## src/rtl/assert_macros.svh

```systemverilog
// Assertion macros shared by the RTL modules of the constraint checker.
`ifndef ASSERT_MACROS_SVH
`define ASSERT_MACROS_SVH

`ifndef SYNTHESIS

// Check a property on every rising edge of clk outside reset.
`define R1CS_ASSERT(label, prop, msg) \
  label: assert property (@(posedge clk) disable iff (!rst_n) (prop)) \
    else $error(msg);

// Check that a condition never holds outside reset.
`define R1CS_ASSERT_NEVER(label, cond, msg) \
  label: assert property (@(posedge clk) disable iff (!rst_n) !(cond)) \
    else $error(msg);

`else

`define R1CS_ASSERT(label, prop, msg)
`define R1CS_ASSERT_NEVER(label, cond, msg)

`endif

`endif

```

## src/rtl/r1cs_pkg.sv

```systemverilog
// Shared constants, codes and control types of the constraint checker.
package r1cs_pkg;

  localparam int unsigned WIT_DEPTH = 1024;
  localparam int ADDR_W  = $clog2(WIT_DEPTH);

  localparam int FUNC_W  = 3;
  localparam int IDX_W   = 10;
  localparam int DATA_W  = 32;
  localparam int COUNT_W = 16;
  localparam int STEP_W  = $clog2(DATA_W);

  localparam logic [DATA_W-1:0] MOD_RESET = 32'd67108859;

  typedef enum logic [FUNC_W-1:0] {
    FN_WRITE   = 3'd0,
    FN_TERM_A  = 3'd1,
    FN_TERM_B  = 3'd2,
    FN_TERM_C  = 3'd3,
    FN_CLOSE   = 3'd4,
    FN_RESTART = 3'd5
  } func_t;

  typedef struct packed {
    logic start;
    logic add_en;
  } mac_ctl_t;

  typedef struct packed {
    logic done;
    logic eq;
  } mac_sts_t;

endpackage

```

## src/rtl/r1cs_modmac.sv

```systemverilog
// Bit-serial modular multiply-accumulate: (x * y + z) mod m, or x * y mod m with z compare.
`include "assert_macros.svh"

module r1cs_modmac import r1cs_pkg::*; (
  input  logic              clk,
  input  logic              rst_n,
  input  mac_ctl_t          ctl,
  input  logic [DATA_W-1:0] modulus,
  input  logic [DATA_W-1:0] op_x,
  input  logic [DATA_W-1:0] op_y,
  input  logic [DATA_W-1:0] op_z,
  output mac_sts_t          sts,
  output logic [DATA_W-1:0] result
);

  typedef enum logic [1:0] {PH_IDLE, PH_RED, PH_MUL, PH_FIN} phase_t;

  localparam logic [STEP_W-1:0] STEP_LAST = STEP_W'(DATA_W - 1);

  phase_t            phase_r;
  logic [STEP_W-1:0] cnt_r;
  logic [DATA_W:0]   m_r;
  logic              add_en_r;
  logic [DATA_W-1:0] x_sh_r, y_sh_r, z_sh_r;
  logic [DATA_W-1:0] yr_r, zr_r, acc_r;
  logic [DATA_W-1:0] res_r;
  logic              eq_r, done_r;

  logic [DATA_W:0]   red_y_v, red_z_v, red_y, red_z;
  logic [DATA_W+1:0] m2, mul_v, mul_red;
  logic [DATA_W:0]   fin_v, fin_red;

  // One restoring reduction step per operand: r = (2r + bit) mod m.
  assign red_y_v = {yr_r, y_sh_r[DATA_W-1]};
  assign red_z_v = {zr_r, z_sh_r[DATA_W-1]};
  assign red_y   = (red_y_v >= m_r) ? red_y_v - m_r : red_y_v;
  assign red_z   = (red_z_v >= m_r) ? red_z_v - m_r : red_z_v;

  // Interleaved multiply step: acc = (2 acc + bit * yr) mod m, value below 3m.
  assign m2    = {m_r, 1'b0};
  assign mul_v = {1'b0, acc_r, 1'b0} + (x_sh_r[DATA_W-1] ? {2'b00, yr_r} : '0);

  always_comb begin
    priority if (mul_v >= m2) begin
      mul_red = mul_v - m2;
    end else if (mul_v >= {1'b0, m_r}) begin
      mul_red = mul_v - {1'b0, m_r};
    end else begin
      mul_red = mul_v;
    end
  end

  assign fin_v   = {1'b0, acc_r} + {1'b0, zr_r};
  assign fin_red = (fin_v >= m_r) ? fin_v - m_r : fin_v;

  always_ff @(posedge clk) begin
    if (!rst_n) begin
      phase_r <= PH_IDLE;
      cnt_r   <= '0;
      done_r  <= 1'b0;
    end else begin
      done_r <= (phase_r == PH_FIN);
      unique case (phase_r)
        PH_IDLE: begin
          if (ctl.start) begin
            // A zero modulus stands for 2^32, which gives plain wraparound.
            m_r      <= {(modulus == '0), modulus};
            add_en_r <= ctl.add_en;
            x_sh_r   <= op_x;
            y_sh_r   <= op_y;
            z_sh_r   <= op_z;
            yr_r     <= '0;
            zr_r     <= '0;
            acc_r    <= '0;
            cnt_r    <= '0;
            phase_r  <= PH_RED;
          end
        end
        PH_RED: begin
          yr_r   <= red_y[DATA_W-1:0];
          zr_r   <= red_z[DATA_W-1:0];
          y_sh_r <= {y_sh_r[DATA_W-2:0], 1'b0};
          z_sh_r <= {z_sh_r[DATA_W-2:0], 1'b0};
          cnt_r  <= cnt_r + STEP_W'(1);
          if (cnt_r == STEP_LAST) begin
            phase_r <= PH_MUL;
          end
        end
        PH_MUL: begin
          acc_r  <= mul_red[DATA_W-1:0];
          x_sh_r <= {x_sh_r[DATA_W-2:0], 1'b0};
          cnt_r  <= cnt_r + STEP_W'(1);
          if (cnt_r == STEP_LAST) begin
            phase_r <= PH_FIN;
          end
        end
        PH_FIN: begin
          res_r   <= add_en_r ? fin_red[DATA_W-1:0] : acc_r;
          eq_r    <= (acc_r == zr_r);
          phase_r <= PH_IDLE;
        end
      endcase
    end
  end

  assign sts.done = done_r;
  assign sts.eq   = eq_r;
  assign result   = res_r;

  `R1CS_ASSERT(a_start_when_idle, (ctl.start |-> phase_r == PH_IDLE), "start while busy")
  `R1CS_ASSERT(a_acc_reduced, (phase_r == PH_MUL |-> {1'b0, acc_r} < m_r), "acc not reduced")
  `R1CS_ASSERT(a_yr_reduced, (phase_r == PH_MUL |-> {1'b0, yr_r} < m_r), "y not reduced")
  `R1CS_ASSERT(a_done_after_fin, (done_r |-> $past(phase_r) == PH_FIN), "done without finish step")

endmodule

```

## config.mk

```make
export PLATFORM = sky130hd
export DESIGN_NAME = r1cs_modmac
export DESIGN_NICKNAME = d
export VERILOG_FILES = /design/src/rtl/r1cs_pkg.sv /design/src/rtl/r1cs_modmac.sv
export VERILOG_INCLUDE_DIRS = /design/src /design/src/rtl
export SDC_FILE = /design/constraint.sdc
export NUM_CORES = 1
export LEC_CHECK = 0
export BUFFER_PORTS_ARGS = -buffer_cell sky130_fd_sc_hd__buf_4
export CAP_MARGIN = 10
export CORE_AREA = 8 8 231 233
export DETAILED_ROUTE_END_ITERATION = 7
export DIE_AREA = 0 0 239 241
export HOLD_SLACK_MARGIN = 0.06
export PLACE_DENSITY_LB_ADDON = 0.05
export SKIP_LAST_GASP = 1
export SLEW_MARGIN = 20
export SYNTH_ARGS = -nofsm -noshare
export SYNTH_HDL_FRONTEND = slang
export SYNTH_SLANG_ARGS = --single-unit
```

## constraint.sdc

```tcl
create_clock -name clk -period 10.78 [get_ports clk]
set_input_delay 0.539 -clock clk [delete_from_list [all_inputs] [get_ports clk]]
set_output_delay 0.539 -clock clk [all_outputs]
set_load 0.005 [all_outputs]
```

-- Word level (Yosys, flattened, before mapping)
Cells that the tools add are included.
- equal/unequal tests: 8
- magnitude comparators: 5
- multiplexer cells: 23
- add/subtract/negate cells: 8
- reduce and logical (&&, ||, !) cells: 12
- operators with widths (kind ; number):
    $pmux 32 s2 ; 6
    $mux 32 ; 11
    $sub 32x32->32 ; 5
    $ge 33x33->1 ; 3
    $add 33x32->34 ; 1
    $ge 34x33->1 ; 1
    $ge 34x34->1 ; 1
    $add 32x32->33 ; 1
    $eq 32x32->1 ; 1
    $logic_not 32->1 ; 1
    $reduce_and 3->1 ; 4
    $pmux 5 s2 ; 1
    $pmux 2 s4 ; 1
    $mux 2 ; 3
    $ne 2x2->1 const B ; 3
    $reduce_bool 2->1 ; 3
    $add 5x1->5 const B ; 1
    $eq 5x5->1 const B ; 1
    $mux 5 ; 1
    $eq 2x2->1 const B ; 2
    $reduce_and 2->1 ; 2
    $eq 2x1->1 const B ; 1
    $logic_not 2->1 ; 1
    $reduce_or 2->1 ; 1
- output and inout port bits: 34
- input bits: 132
- logic and storage cells: 69
- register bits after elaboration: 267

-- Logic depth before layout (Yosys ltp)
Gate-level depths: netlist (run 1).
- depth in word-level cells: 6
- depth in mapped cells: 27
- gate-level depth less buffers: 25

-- Worst setup path after synthesis (run 1)
OpenSTA, ideal clock, no wires.
- path type: reg2reg
- from: register phase_r[1]
- to: register y_sh_r[0] (enable)
- buffers on the path: 1
- data arrival time: 7.061 ns
- required time: 10.123 ns
- cell stages (with the launch flop): 6
- slack: 3.062 ns
- setup time: 0.657 ns
- cells stage by stage: dfxtp_1 -> inv_1 -> ha_1 -> clkbuf_1 -> nand2b_1 -> a21oi_1
- longest elaborated chain between the ends: 3
- ends and longest elaborated chain (element ; line ; RTL):
    from (decl) ; r1cs_modmac.sv:20 ; phase_t phase_r;
    from (signal assigned) ; r1cs_modmac.sv:58 ; phase_r <= PH_IDLE;
    from (signal assigned) ; r1cs_modmac.sv:76 ; phase_r <= PH_RED;
    from (signal assigned) ; r1cs_modmac.sv:86 ; phase_r <= PH_MUL;
    $eq 2x1->1 or $logic_not 2->1 (tied branches) ; r1cs_modmac.sv:63 ; unique case (phase_r)
    $reduce_bool 2->1 (no line) or $ne 2x2->1 (tied branches) ; - ;
    $reduce_and 3->1 (no line) (*) ; - ;
    to (signal assigned) ; r1cs_modmac.sv:70 ; y_sh_r <= op_y;
    to (signal assigned) ; r1cs_modmac.sv:82 ; y_sh_r <= {y_sh_r[DATA_W-2:0], 1'b0};
    to (decl) ; r1cs_modmac.sv:24 ; logic [DATA_W-1:0] x_sh_r, y_sh_r, z_sh_r;
Mark *: on every way between the ends. The rest lies on a longest branch, timed or not.
A chain may end at the register's enable or synchronous reset.

-- Worst setup path in the final report (run 1)
- from: register x_sh_r[31]
- to: register acc_r[15], data pin
- longest elaborated chain between the ends: 6
- ends and longest elaborated chain (element ; line ; RTL):
    from (decl) ; r1cs_modmac.sv:24 ;
    from (signal assigned) ; r1cs_modmac.sv:69 ; x_sh_r <= op_x;
    from (signal assigned) ; r1cs_modmac.sv:91 ; x_sh_r <= {x_sh_r[DATA_W-2:0], 1'b0};
    $mux 32 (*) ; r1cs_modmac.sv:41 ; assign mul_v = {1'b0, acc_r, 1'b0} + (x_sh_r[DATA_W-1] ? {2'b00, yr_r} : '0);
    $add 33x32->34 (*) ; r1cs_modmac.sv:41 ;
    $sub 32x32->32 or $ge 34x33->1 (tied branches) ; r1cs_modmac.sv:47, r1cs_modmac.sv:46 ;
    $mux 32 ; r1cs_modmac.sv:46 ; end else if (mul_v >= {1'b0, m_r}) begin
    $mux 32 (*) ; r1cs_modmac.sv:44 ; priority if (mul_v >= m2) begin
    $pmux 32 s2 (*) ; r1cs_modmac.sv:63 ;
    to (signal assigned) ; r1cs_modmac.sv:90 ; acc_r <= mul_red[DATA_W-1:0];
    to (decl) ; r1cs_modmac.sv:25 ; logic [DATA_W-1:0] yr_r, zr_r, acc_r;
Marked as above.

==> reports/qor.log, run 1 <==
[run_status] run status finished clean
[grt] antenna violations before repair 0
[synth] Cell Area, Synth 23000 µm²
[worst_setup_path] source of the worst register-to-register timing path x_sh_r[31]
[place] Setup Slack @ Placement 4.57 ns
[die] Boundary Pins 166
[routing] Total Routed Length 67200 µm
[die] effective utilization at floorplan 46.3%
[worst_setup_path] kind of cell adding the most delay to the critical path compound AO/OA/AOI/OAI gates
[clock_tree] Hold-fix buffers, CTS 0
[sta] max-slew violation count 0
[synth] Main synth FF type sky130_fd_sc_hd__edfxtp_1
[grt] Remaining Overflow, GRT 0
[synth] Synthesis Warnings 0
[place] count of buffers inserted at the top-level ports 165
[die] Die Ht 241 µm
[sta] transition time of the tightest slew-check pin 1.02 ns
[sta] clk_skew 0.0367 ns
[finish] growth of design area from synthesis to finish 13.3%
[clock_tree] number of clock sinks seen by CTS 267
[synth] post-synthesis async set-or-reset flop share 0%
[pwr] Static Leakage 10.8 nW
[worst_setup_path] data arrival time of the critical path 6.57 ns
[clock_tree] master cell of the clock root buffer sky130_fd_sc_hd__clkbuf_16
[grt] global-route usage over all layers 22.7%
[clock_tree] clock latency on the worst-skew pair 0.56 ns
[sta] Rel. slew slack 32.1%
[worst_setup_path] CP Capture Type register
[worst_setup_path] Critical Path Start x_sh_r[31]
[routing] Final ANT Viol Nets 0
[worst_setup_path] Critical Path RT 11.14 ns
[clock_tree] CTS clk-pin slew, worst paths 0.06 ns
[place] final weighted congestion in routability-driven placement 0.967
[grt] pin count of the biggest net entering global routing 69
[finish] fraction of final layout cells with drive strength greater than 1 14.0%
[synth] post-synthesis sequential area ratio 34.6%
[die] floorplan row count 82
[synth] cells after synthesis 2414
[pwr] PnR Total Power 7.98 mW
[sta] min setup slack post-route 4.57 ns
[flow_run] number of max-capacitance violations reported 0
[sta] Final Cycle Share 57.6%
[min_path] Hold Crit Depth 1
[routing] Via-to-Cell Ratio 5.89
[routing] DR DRC count 0
[worst_setup_path] critical path fanouts, max 32
[die] area of the die 57600 µm²
[synth] syn nets 2787
[pwr] Peak supply drop 0.154 mV
[finish] Total Nets Final 2933
[synth] number of flops mapped to enable cells by yosys 259
[routing] total iterations of the first detailed-routing run 8
[min_path] critical hold path startpoint modulus[0]
[place] detailed-placement wirelength estimate 53500 µm
[synth] number of synthesized register bits 267
[routing] wire length per cell 20.6 µm
[clock_tree] CTS tree built
[min_path] type of the worst min-delay path input pin to register
[grt] via count of the first global-routing pass 19000
[finish] leading cell types in the layout, fill and taps excluded sky130_fd_sc_hd__edfxtp_1 (259), sky130_fd_sc_hd__ha_1 (232), sky130_fd_sc_hd__a21oi_1 (214)
[worst_setup_path] maximum cell stage delay along the critical path 0.68 ns
[die] Core Area 49700 µm²
[synth] post-synthesis average cell area 9.52 µm²
[clock_tree] number of gates resized after CTS 0
[worst_setup_path] CP Cell Sequence buf_4 -> and2_1 -> ha_1 -> inv_1 -> fa_1 -> nor2b_1 -> o2111ai_1 -> nand3_2 -> a31oi_2 -> o41ai_2 -> a31oi_1 -> xnor2_1 -> ha_1 -> a21oi_1 -> inv_1 -> a21o_1 -> a21oi_1 -> a21o_1 -> o21bai_1 -> o2111a_2 -> nand2_1 -> o311a_1 -> a211oi_1
[finish] most frequent standard cell in the layout excluding fill and tap cells sky130_fd_sc_hd__edfxtp_1
[worst_setup_path] total buffers and inverters traversed by the critical path 3
[finish] # fillers 4615
[finish] antenna cell count 0
[clock_tree] H-tree depth 2
[sta] final sum of negative setup slack 0 ns
[sta] Achievable Freq 161 MHz
[sta] minimum clock period after layout 6.21 ns
[worst_setup_path] CP Class register to register
[sta] total of endpoints with negative setup slack in the final report 0
[clock_tree] number of CTS-inserted buffers 34
[grt] wire length of the first global-routing pass 104000 µm
[sta] total count of hold-check failures in the final report 0
[synth] Synth cell types 81
[clock_tree] maximum buffer depth of the clock tree 3
[worst_setup_path] startpoint kind of the worst setup timing path register
[pwr] Cell Pwr Density 307 nW/µm²
[sta] RSZ-0062 raised after global routing false
[worst_setup_path] critical-path cell with the highest stage delay sky130_fd_sc_hd__o41ai_2
[routing] starting DRC count in detailed routing 1229
[worst_setup_path] number of cells on the worst reg-to-reg path 23
[worst_setup_path] depth of the critical timing path with buffers and inverters included 23
[die] Die Span X 239 µm
[routing] routed via count 19200
[clock_tree] total setup buffers inserted after CTS 0
per-layer routing:
layer	vias up	global-route usage (%)	wire length (µm)
li1	9371	-	-
met1	9170	30.2	30900
met2	546	37.5	30600
met3	93	3.36	3450
met4	0	8.19	2260
met5	-	0	0
final timing paths:
kind,endpoint,slack [ns]
max,acc_r[15],4.57
min,m_r[0],0.16
max reg2reg,acc_r[15],4.57
min reg2reg,cnt_r[4],0.51
state kept, by name, indices dropped and copies added, names as in the netlist:
signal,count
m_r,33
zr_r,32
x_sh_r,32
cnt_r,5
phase_r,2
add_en_r,1
done_r,1
z_sh_r,32
result,32
acc_r,32
eq_r,1
y_sh_r,32
yr_r,32
synth_stat cells, drive strengths merged, types with 8 or more instances:
cell type  number  area [µm²]
and2           47         294
xnor2         131        1150
a31oi          37         238
nand2         174         653
xor2           58         508
nand4          34         213
a211oi         38         305
edfxtp        259        7780
nor2b          28         175
o31ai          12        90.1
nor4           21         131
and3           26         164
mux2           94        1060
inv           108         405
a211o           9        78.8
a21oi         216        1080
o21ai         117         586
a21o          102         766
dfxtp           8         160
or2            11        68.8
o21a           30         225
nor2          194         731
o21bai         29         218
ha            234        2930
clkbuf         45         169
mux2i          64         641
o211ai         20         150
buf            24         156
and4            9        78.8
nand2b         29         181
a311oi         12         111
or3            10        62.6
a31o           11        96.3
nor3           23         115
o22ai          10        62.6
nand3          45         230
power by group:
| part | total [mW] | switching, mW | internal (mW) |
|---|---|---|---|
| registers | 1.59 | 0.127 | 1.47 |
| clock network | 1.11 | 0.473 | 0.638 |
| logic | 5.28 | 3.12 | 2.16 |
| total | 7.98 | 3.72 | 4.26 |
layout make-up:
| type | instances | area [µm²] | share of cell area (%) |
|---|---|---|---|
| clock buffer | 44 | 888 | 3.41 |
| clock inverter | 18 | 179 | 0.687 |
| inverter | 110 | 413 | 1.59 |
| multi-input combinational | 1968 | 14400 | 55.3 |
| sequential | 267 | 7940 | 30.5 |
| tap | 672 | 841 | 3.23 |
| timing repair buffer | 179 | 1380 | 5.32 |
metrics by stage:
stage | util (%) | cells | cell area, µm² | hold WS (ns)
4_1_cts | 52.3 | 3256 | 26000 | 0.133
3_5_place_dp | 50.2 | 3194 | 24900 | 0.497
3_3_place_gp | 50.2 | 3194 | 24900 | 0.477
6_report | 52.4 | 3258 | 26000 | 0.161
2_1_floorplan | - | 2414 | 23000 | 0.460
5_1_grt | 52.4 | 3258 | 26000 | 0.145
cells by family after synthesis:
kind of cell | Yosys count | share of synthesized area [%]
DFF | 267 | 34.6
muxes | 158 | 7.40
adders and majority gates | 241 | 13.4
buffers and inverters | 179 | 3.21
AOI/OAI and AO/OA | 714 | 20.3
xor gates and xnor gates | 189 | 7.21
and+or+nand+nor | 666 | 14.0
No activity file was read; power rests on OpenSTA's default activity.
==> run 2, diff against run 1 <==
clock period = 5.04 ns   (was 10.78 ns; I/O delays follow)
==> reports/qor.log, run 2 (synthesis results as in run 1) <==
[die] Die Span X 239 µm
[clock_tree] maximum buffer depth of the clock tree 3
[run_status] violated checks setup timing
[finish] register containing the most flip-flops in the final layout m_r
[worst_setup_path] CP Capture Type register
[sta] minimum clock period after layout 5.16 ns
[finish] # fillers 4056
[pwr] Static Leakage 13.1 nW
[grt] via count of the first global-routing pass 21100
[sta] final-layout worst hold slack 0.0859 ns
[clock_tree] number of clock sinks seen by CTS 267
[clock_tree] master cell of the clock root buffer sky130_fd_sc_hd__clkbuf_16
[finish] growth of design area from synthesis to finish 35.3%
[sta] Final Cycle Share 102%
[sta] max-slew violation count 0
[finish] most frequent standard cell in the layout excluding fill and tap cells sky130_fd_sc_hd__buf_4
[worst_setup_path] startpoint kind of the worst setup timing path register
[grt] global-route usage over all layers 25.2%
[routing] wire length per cell 20.8 µm
[worst_setup_path] critical path fanouts, max 5
[place] final weighted congestion in routability-driven placement 0.981
[clock_tree] CTS tree built
[die] floorplan row count 82
[sta] total count of hold-check failures in the final report 0
[sta] min setup slack post-route -0.117 ns
[clock_tree] number of CTS-inserted buffers 35
[die] Core Area 49700 µm²
[place] detailed-placement wirelength estimate 57800 µm
[sta] total of endpoints with negative setup slack in the final report 21
[routing] Via-to-Cell Ratio 5.72
[run_status] run status complete, but fails checks
[finish] Total Nets Final 3376
[routing] Final ANT Viol Nets 0
[place] area post-placement 27000 µm²
[finish] number of flip-flops under the largest register name 33
[routing] total iterations of the first detailed-routing run 5
[sta] Achievable Freq 194 MHz
[place] count of buffers inserted at the top-level ports 165
[die] effective utilization at floorplan 46.3%
[grt] wire length of the first global-routing pass 114000 µm
[worst_setup_path] Critical Path RT 5.35 ns
[finish] leading cell types in the layout, fill and taps excluded sky130_fd_sc_hd__buf_4 (454), sky130_fd_sc_hd__edfxtp_1 (259), sky130_fd_sc_hd__ha_1 (209)
[grt] antenna violations before repair 0
[worst_setup_path] CP Class register to register
[grt] pin count of the biggest net entering global routing 65
[clock_tree] CTS clk-pin slew, worst paths 0.06 ns
[sta] transition time of the tightest slew-check pin 0.997 ns
[die] Die Ht 241 µm
[sta] RSZ-0062 raised after global routing true
[pwr] PnR Total Power 20.6 mW
[grt] Remaining Overflow, GRT 0
[routing] Total Routed Length 76900 µm
[die] area of the die 57600 µm²
[die] Boundary Pins 166
[flow_run] number of max-capacitance violations reported 0
[clock_tree] H-tree depth 2
[min_path] type of the worst min-delay path input pin to register
[sta] clk_skew 0.0196 ns
[finish] finished layout cell area 31100 µm²
[routing] DR DRC count 0
[pwr] Peak supply drop 0.371 mV
[routing] routed via count 21200
[finish] fraction of final layout cells with drive strength greater than 1 27.3%
[pwr] Cell Pwr Density 663 nW/µm²
[sta] Rel. slew slack 33.4%
[routing] starting DRC count in detailed routing 1398
[worst_setup_path] data arrival time of the critical path 5.46 ns
[clock_tree] clock latency on the worst-skew pair 0.57 ns
[sta] final sum of negative setup slack -1.20 ns
==> run 2: changes by cell type in the layout (fill, tap and decap cells not counted), sizes merged <==
cell | previous run | this run
a31o | 11 | 12
a31oi | 37 | 38
buf | 179 | 483
clkbuf | 44 | 48
clkinv | 14 | 20
clkinvlp | 2 | 0
diode | 0 | 1
dlygate4sd3 | 0 | 129
inv | 110 | 109
==> run 2: final cells by class <==
class                   count  area [µm²]  share of cell area [%]
multi-input cells        1970       15500                    49.8
flip-flops and latches    267        7940                    25.5
repair buffers            619        5320                    17.1
clock buffers              41         898                    2.89
well taps                 672         841                    2.71
inverters                 110         413                    1.33
clock inverters            21         191                   0.616
diodes                      1        2.50                 0.00805
==> run 2: per-layer routing <==
| metal | track usage [%] | wire [µm] | vias to the layer above |
|---|---|---|---|
| li1 | - | - | 10300 |
| met1 | 32.9 | 33500 | 10100 |
| met2 | 41.8 | 35300 | 656 |
| met3 | 3.63 | 4340 | 157 |
| met4 | 10.0 | 3730 | 0 |
| met5 | 0 | 0 | - |
==> run 2: worst max-delay path, stage by stage, from the launching register on <==
cell	delay [ns]
sky130_fd_sc_hd__edfxtp_1	0.47
sky130_fd_sc_hd__buf_6	0.17
sky130_fd_sc_hd__clkbuf_16	0.15
sky130_fd_sc_hd__and2_4	0.14
sky130_fd_sc_hd__ha_4	0.27
sky130_fd_sc_hd__buf_6	0.10
sky130_fd_sc_hd__and3_4	0.16
sky130_fd_sc_hd__o211ai_1	0.08
sky130_fd_sc_hd__buf_4	0.16
sky130_fd_sc_hd__a21oi_4	0.14
sky130_fd_sc_hd__o21ai_2	0.09
sky130_fd_sc_hd__a21o_1	0.21
sky130_fd_sc_hd__buf_6	0.13
sky130_fd_sc_hd__o311ai_4	0.35
sky130_fd_sc_hd__a31o_2	0.24
sky130_fd_sc_hd__a21oi_4	0.06
sky130_fd_sc_hd__xnor2_2	0.16
sky130_fd_sc_hd__ha_1	0.32
sky130_fd_sc_hd__and4_4	0.24
sky130_fd_sc_hd__nand2_4	0.05
sky130_fd_sc_hd__o31ai_4	0.24
sky130_fd_sc_hd__a21o_1	0.21
sky130_fd_sc_hd__a31oi_4	0.08
sky130_fd_sc_hd__buf_12	0.18
sky130_fd_sc_hd__clkbuf_16	0.16
sky130_fd_sc_hd__buf_6	0.11
sky130_fd_sc_hd__o211a_1	0.20
==> run 2: stage by stage <==
stage          std cells  worst slack, ns  utilization [%]
6_report            3701           -0.117             62.6
5_1_grt             3700           -0.262             62.6
4_1_cts             3661          -0.0388             60.0
3_5_place_dp        3455           -0.499             54.3
2_1_floorplan       2414            0.139                -
3_3_place_gp        3455           -0.316             54.3
==> run 2: final timing paths <==
kind                   start    endpoint  slack, ns  depth (start not counted)
setup reg to reg  x_sh_r[31]   acc_r[18]      -0.12                         26
hold / removal      op_x[31]  x_sh_r[31]       0.09                          2
setup / recovery  x_sh_r[31]   acc_r[18]      -0.12                         26
hold reg to reg   phase_r[1]  phase_r[1]       0.51                          2
==> run 2: timing repair <==
item | 4_1_cts | 5_1_grt
resized for setup | 65 | 177
hold buffers | 129 | 0
gates cloned | 3 | 10
setup endpoints to repair | 64 | 64
pin swaps | 36 | 114
buffers inserted | 12 | 33
hold endpoints to repair | 129 | 0
==> run 2: report_power, final <==
part | internal (mW) | switching [mW]
Sequential | 3.14 | 0.271
Combinational | 6.87 | 7.92
Clock | 1.39 | 1.03
Total | 11.4 | 9.22
==> run 3, diff against run 2 <==
BUFFER_PORTS_ARGS = not set   (was -buffer_cell sky130_fd_sc_hd__buf_4)
DONT_BUFFER_PORTS = 1   (was not set)
clock period = 6.4 ns   (was 5.04 ns; I/O delays follow)
==> reports/qor.log, run 3 (synthesis results as in run 1) <==
[clock_tree] maximum buffer depth of the clock tree 3
[sta] RSZ-0062 raised after global routing false
[pwr] Static Leakage 10.5 nW
[pwr] internal portion of total power 7.19 mW
[finish] number of flip-flops under the largest register name 33
[clock_tree] CTS tree built
[grt] Remaining Overflow, GRT 0
[grt] global-route usage over all layers 22.6%
[die] Boundary Pins 166
[die] Die Span X 239 µm
[worst_setup_path] CP Class register to register
[run_status] run status finished clean
[sta] total count of hold-check failures in the final report 0
[worst_setup_path] critical path fanouts, max 29
[die] effective utilization at floorplan 46.3%
[grt] met2 GRT Util 37.4%
[routing] Final ANT Viol Nets 0
[sta] Achievable Freq 171 MHz
[clock_tree] clock latency on the worst-skew pair 0.55 ns
[finish] growth of design area from synthesis to finish 13.7%
[routing] total iterations of the first detailed-routing run 5
[finish] most frequent standard cell in the layout excluding fill and tap cells sky130_fd_sc_hd__edfxtp_1
[pwr] Sw Ratio 46.2%
[finish] # fillers 4559
[sta] max-slew violation count 0
[pwr] Clk network pwr share 13.4%
[finish] register containing the most flip-flops in the final layout m_r
[finish] leading cell types in the layout, fill and taps excluded sky130_fd_sc_hd__edfxtp_1 (259), sky130_fd_sc_hd__ha_1 (232), sky130_fd_sc_hd__a21oi_1 (214)
[finish] area taken by multi-input logic gates 14400 µm²
[finish] Total Nets Final 2907
[grt] met3 capacity usage during global routing 3.12%
[routing] starting DRC count in detailed routing 1046
[sta] Rel. slew slack 35.7%
[pwr] share of power burned in registers 20.3%
[worst_setup_path] startpoint kind of the worst setup timing path register
[finish] finished layout cell area 26100 µm²
[worst_setup_path] r2r setup slk 0.56 ns
[die] Core Area 49700 µm²
[routing] wire length per cell 20.7 µm
[worst_setup_path] Critical Path RT 6.68 ns
[routing] Total Routed Length 66900 µm
[sta] clk_skew 0.0251 ns
[clock_tree] number of CTS-inserted buffers 34
[finish] fraction of final layout cells with drive strength greater than 1 8.05%
[grt] met1 global-route usage 30.1%
[sta] Final Cycle Share 91.3%
[routing] DR DRC count 0
[grt] wire length of the first global-routing pass 103000 µm
[die] Die Ht 241 µm
[flow_run] number of max-capacitance violations reported 0
[pwr] Peak supply drop 0.311 mV
[routing] routed via count 19000
[grt] via count of the first global-routing pass 18900
[die] area of the die 57600 µm²
[grt] pin count of the biggest net entering global routing 66
[worst_setup_path] CP Capture Type register
[grt] highest-utilization routing layer at the global route stage met2
[routing] Via-to-Cell Ratio 5.88
[clock_tree] master cell of the clock root buffer sky130_fd_sc_hd__clkbuf_16
[place] count of buffers inserted at the top-level ports 0
[finish] area used by sequential logic in the layout 7940 µm²
[sta] total of endpoints with negative setup slack in the final report 0
[clock_tree] H-tree depth 2
[die] floorplan row count 82
[pwr] Net Switching 6.17 mW
[worst_setup_path] data arrival time of the critical path 6.12 ns
[clock_tree] number of clock sinks seen by CTS 267
[min_path] type of the worst min-delay path input pin to register
[clock_tree] number of gates resized after CTS 0
[clock_tree] CTS clk-pin slew, worst paths 0.06 ns
[place] detailed-placement wirelength estimate 52000 µm
[pwr] portion of total power attributed to combinational logic 66.3%
[place] final weighted congestion in routability-driven placement 0.959
[pwr] Cell Pwr Density 511 nW/µm²
[place] area post-placement 23800 µm²
[sta] minimum clock period after layout 5.84 ns
[sta] final sum of negative setup slack 0 ns
[sta] transition time of the tightest slew-check pin 0.964 ns
[grt] antenna violations before repair 1
==> run 3: cell count changes in the layout (fill, tap and decap cells not counted), moves of 14 or more <==
cell                      before  now
sky130_fd_sc_hd__o21ai_1      17    3
sky130_fd_sc_hd__a21oi_1     186  214
sky130_fd_sc_hd__ha_1        209  232
sky130_fd_sc_hd__buf_6        14    0
sky130_fd_sc_hd__buf_4       454   18
sky130_fd_sc_hd__ha_4         19    1
sky130_fd_sc_hd__a21oi_2      22    0
sky130_fd_sc_hd__o21ai_0      89  114
==> run 3: worst paths after layout <==
path                    start  endpoint  depth (start not counted)
setup / recovery   x_sh_r[31]  acc_r[4]                         24
hold / removal    modulus[23]   m_r[32]                          3
setup reg to reg   x_sh_r[31]  acc_r[4]                         24
hold reg to reg      cnt_r[4]  cnt_r[4]                          2
==> run 3: power by group through the flow <==
stage,combinational [mW],sequential [mW],clock [mW]
global placement,8.55,2.73,0
floorplan,6.81,2.64,0
CTS,8.74,2.70,1.84
finish,8.86,2.71,1.79
global route,9.76,2.74,1.89
detailed placement,8.64,2.74,0
==> run 3: per-stage QoR <==
step	hold WS [ns]	total power, mW	setup slack, ns	utilization, %	instances
floorplan	0.419	9.46	1.50	-	2414
global placement	0.419	11.3	0.695	47.9	3038
detailed placement	0.419	11.4	0.468	47.9	3038
CTS	0.0646	13.3	0.472	52.5	3228
global route	0.123	14.4	0.121	52.6	3231
finish	0.0998	13.4	0.557	52.6	3232
==> run 3: area by class of cell <==
class / count / share of cell area [%]
inverter: 110 / 1.58
sequential: 267 / 30.4
multi-input combinational: 1968 / 55.1
timing repair buffer: 153 / 5.85
antenna: 2 / 0.0192
clock inverter: 18 / 0.498
clock buffer: 42 / 3.37
tap: 672 / 3.22
==> run 3: worst max-delay path, cell delays in order (launching register included) <==
cell	delay (ns)
sky130_fd_sc_hd__edfxtp_1	0.65
sky130_fd_sc_hd__and2_1	0.20
sky130_fd_sc_hd__ha_1	0.20
sky130_fd_sc_hd__inv_1	0.07
sky130_fd_sc_hd__fa_1	0.40
sky130_fd_sc_hd__nor2b_1	0.19
sky130_fd_sc_hd__o2111ai_1	0.17
sky130_fd_sc_hd__nand3_2	0.16
sky130_fd_sc_hd__a31oi_2	0.16
sky130_fd_sc_hd__o41ai_2	0.41
sky130_fd_sc_hd__buf_4	0.22
sky130_fd_sc_hd__a31oi_1	0.11
sky130_fd_sc_hd__xnor2_1	0.35
sky130_fd_sc_hd__ha_1	0.36
sky130_fd_sc_hd__a21oi_1	0.24
sky130_fd_sc_hd__inv_1	0.10
sky130_fd_sc_hd__a21o_1	0.19
sky130_fd_sc_hd__a21oi_1	0.21
sky130_fd_sc_hd__a21o_1	0.19
sky130_fd_sc_hd__o21bai_1	0.16
sky130_fd_sc_hd__o2111ai_2	0.14
sky130_fd_sc_hd__buf_4	0.27
sky130_fd_sc_hd__mux2_2	0.30
sky130_fd_sc_hd__nand2_1	0.06
sky130_fd_sc_hd__a21oi_1	0.06
==> run 3: metal layers <==
layer,share of wire [%],vias to the layer above
met5,0,-
met4,3.4,0
met3,5.4,125
met2,45,574
met1,46,8989
li1,-,9331
==> run 3: what timing repair did <==
item,in CTS,in global routing
hold buffers,130,0
setup buffers,0,1
setup endpoints to repair,0,4
endpoints found under the hold margin,131,0
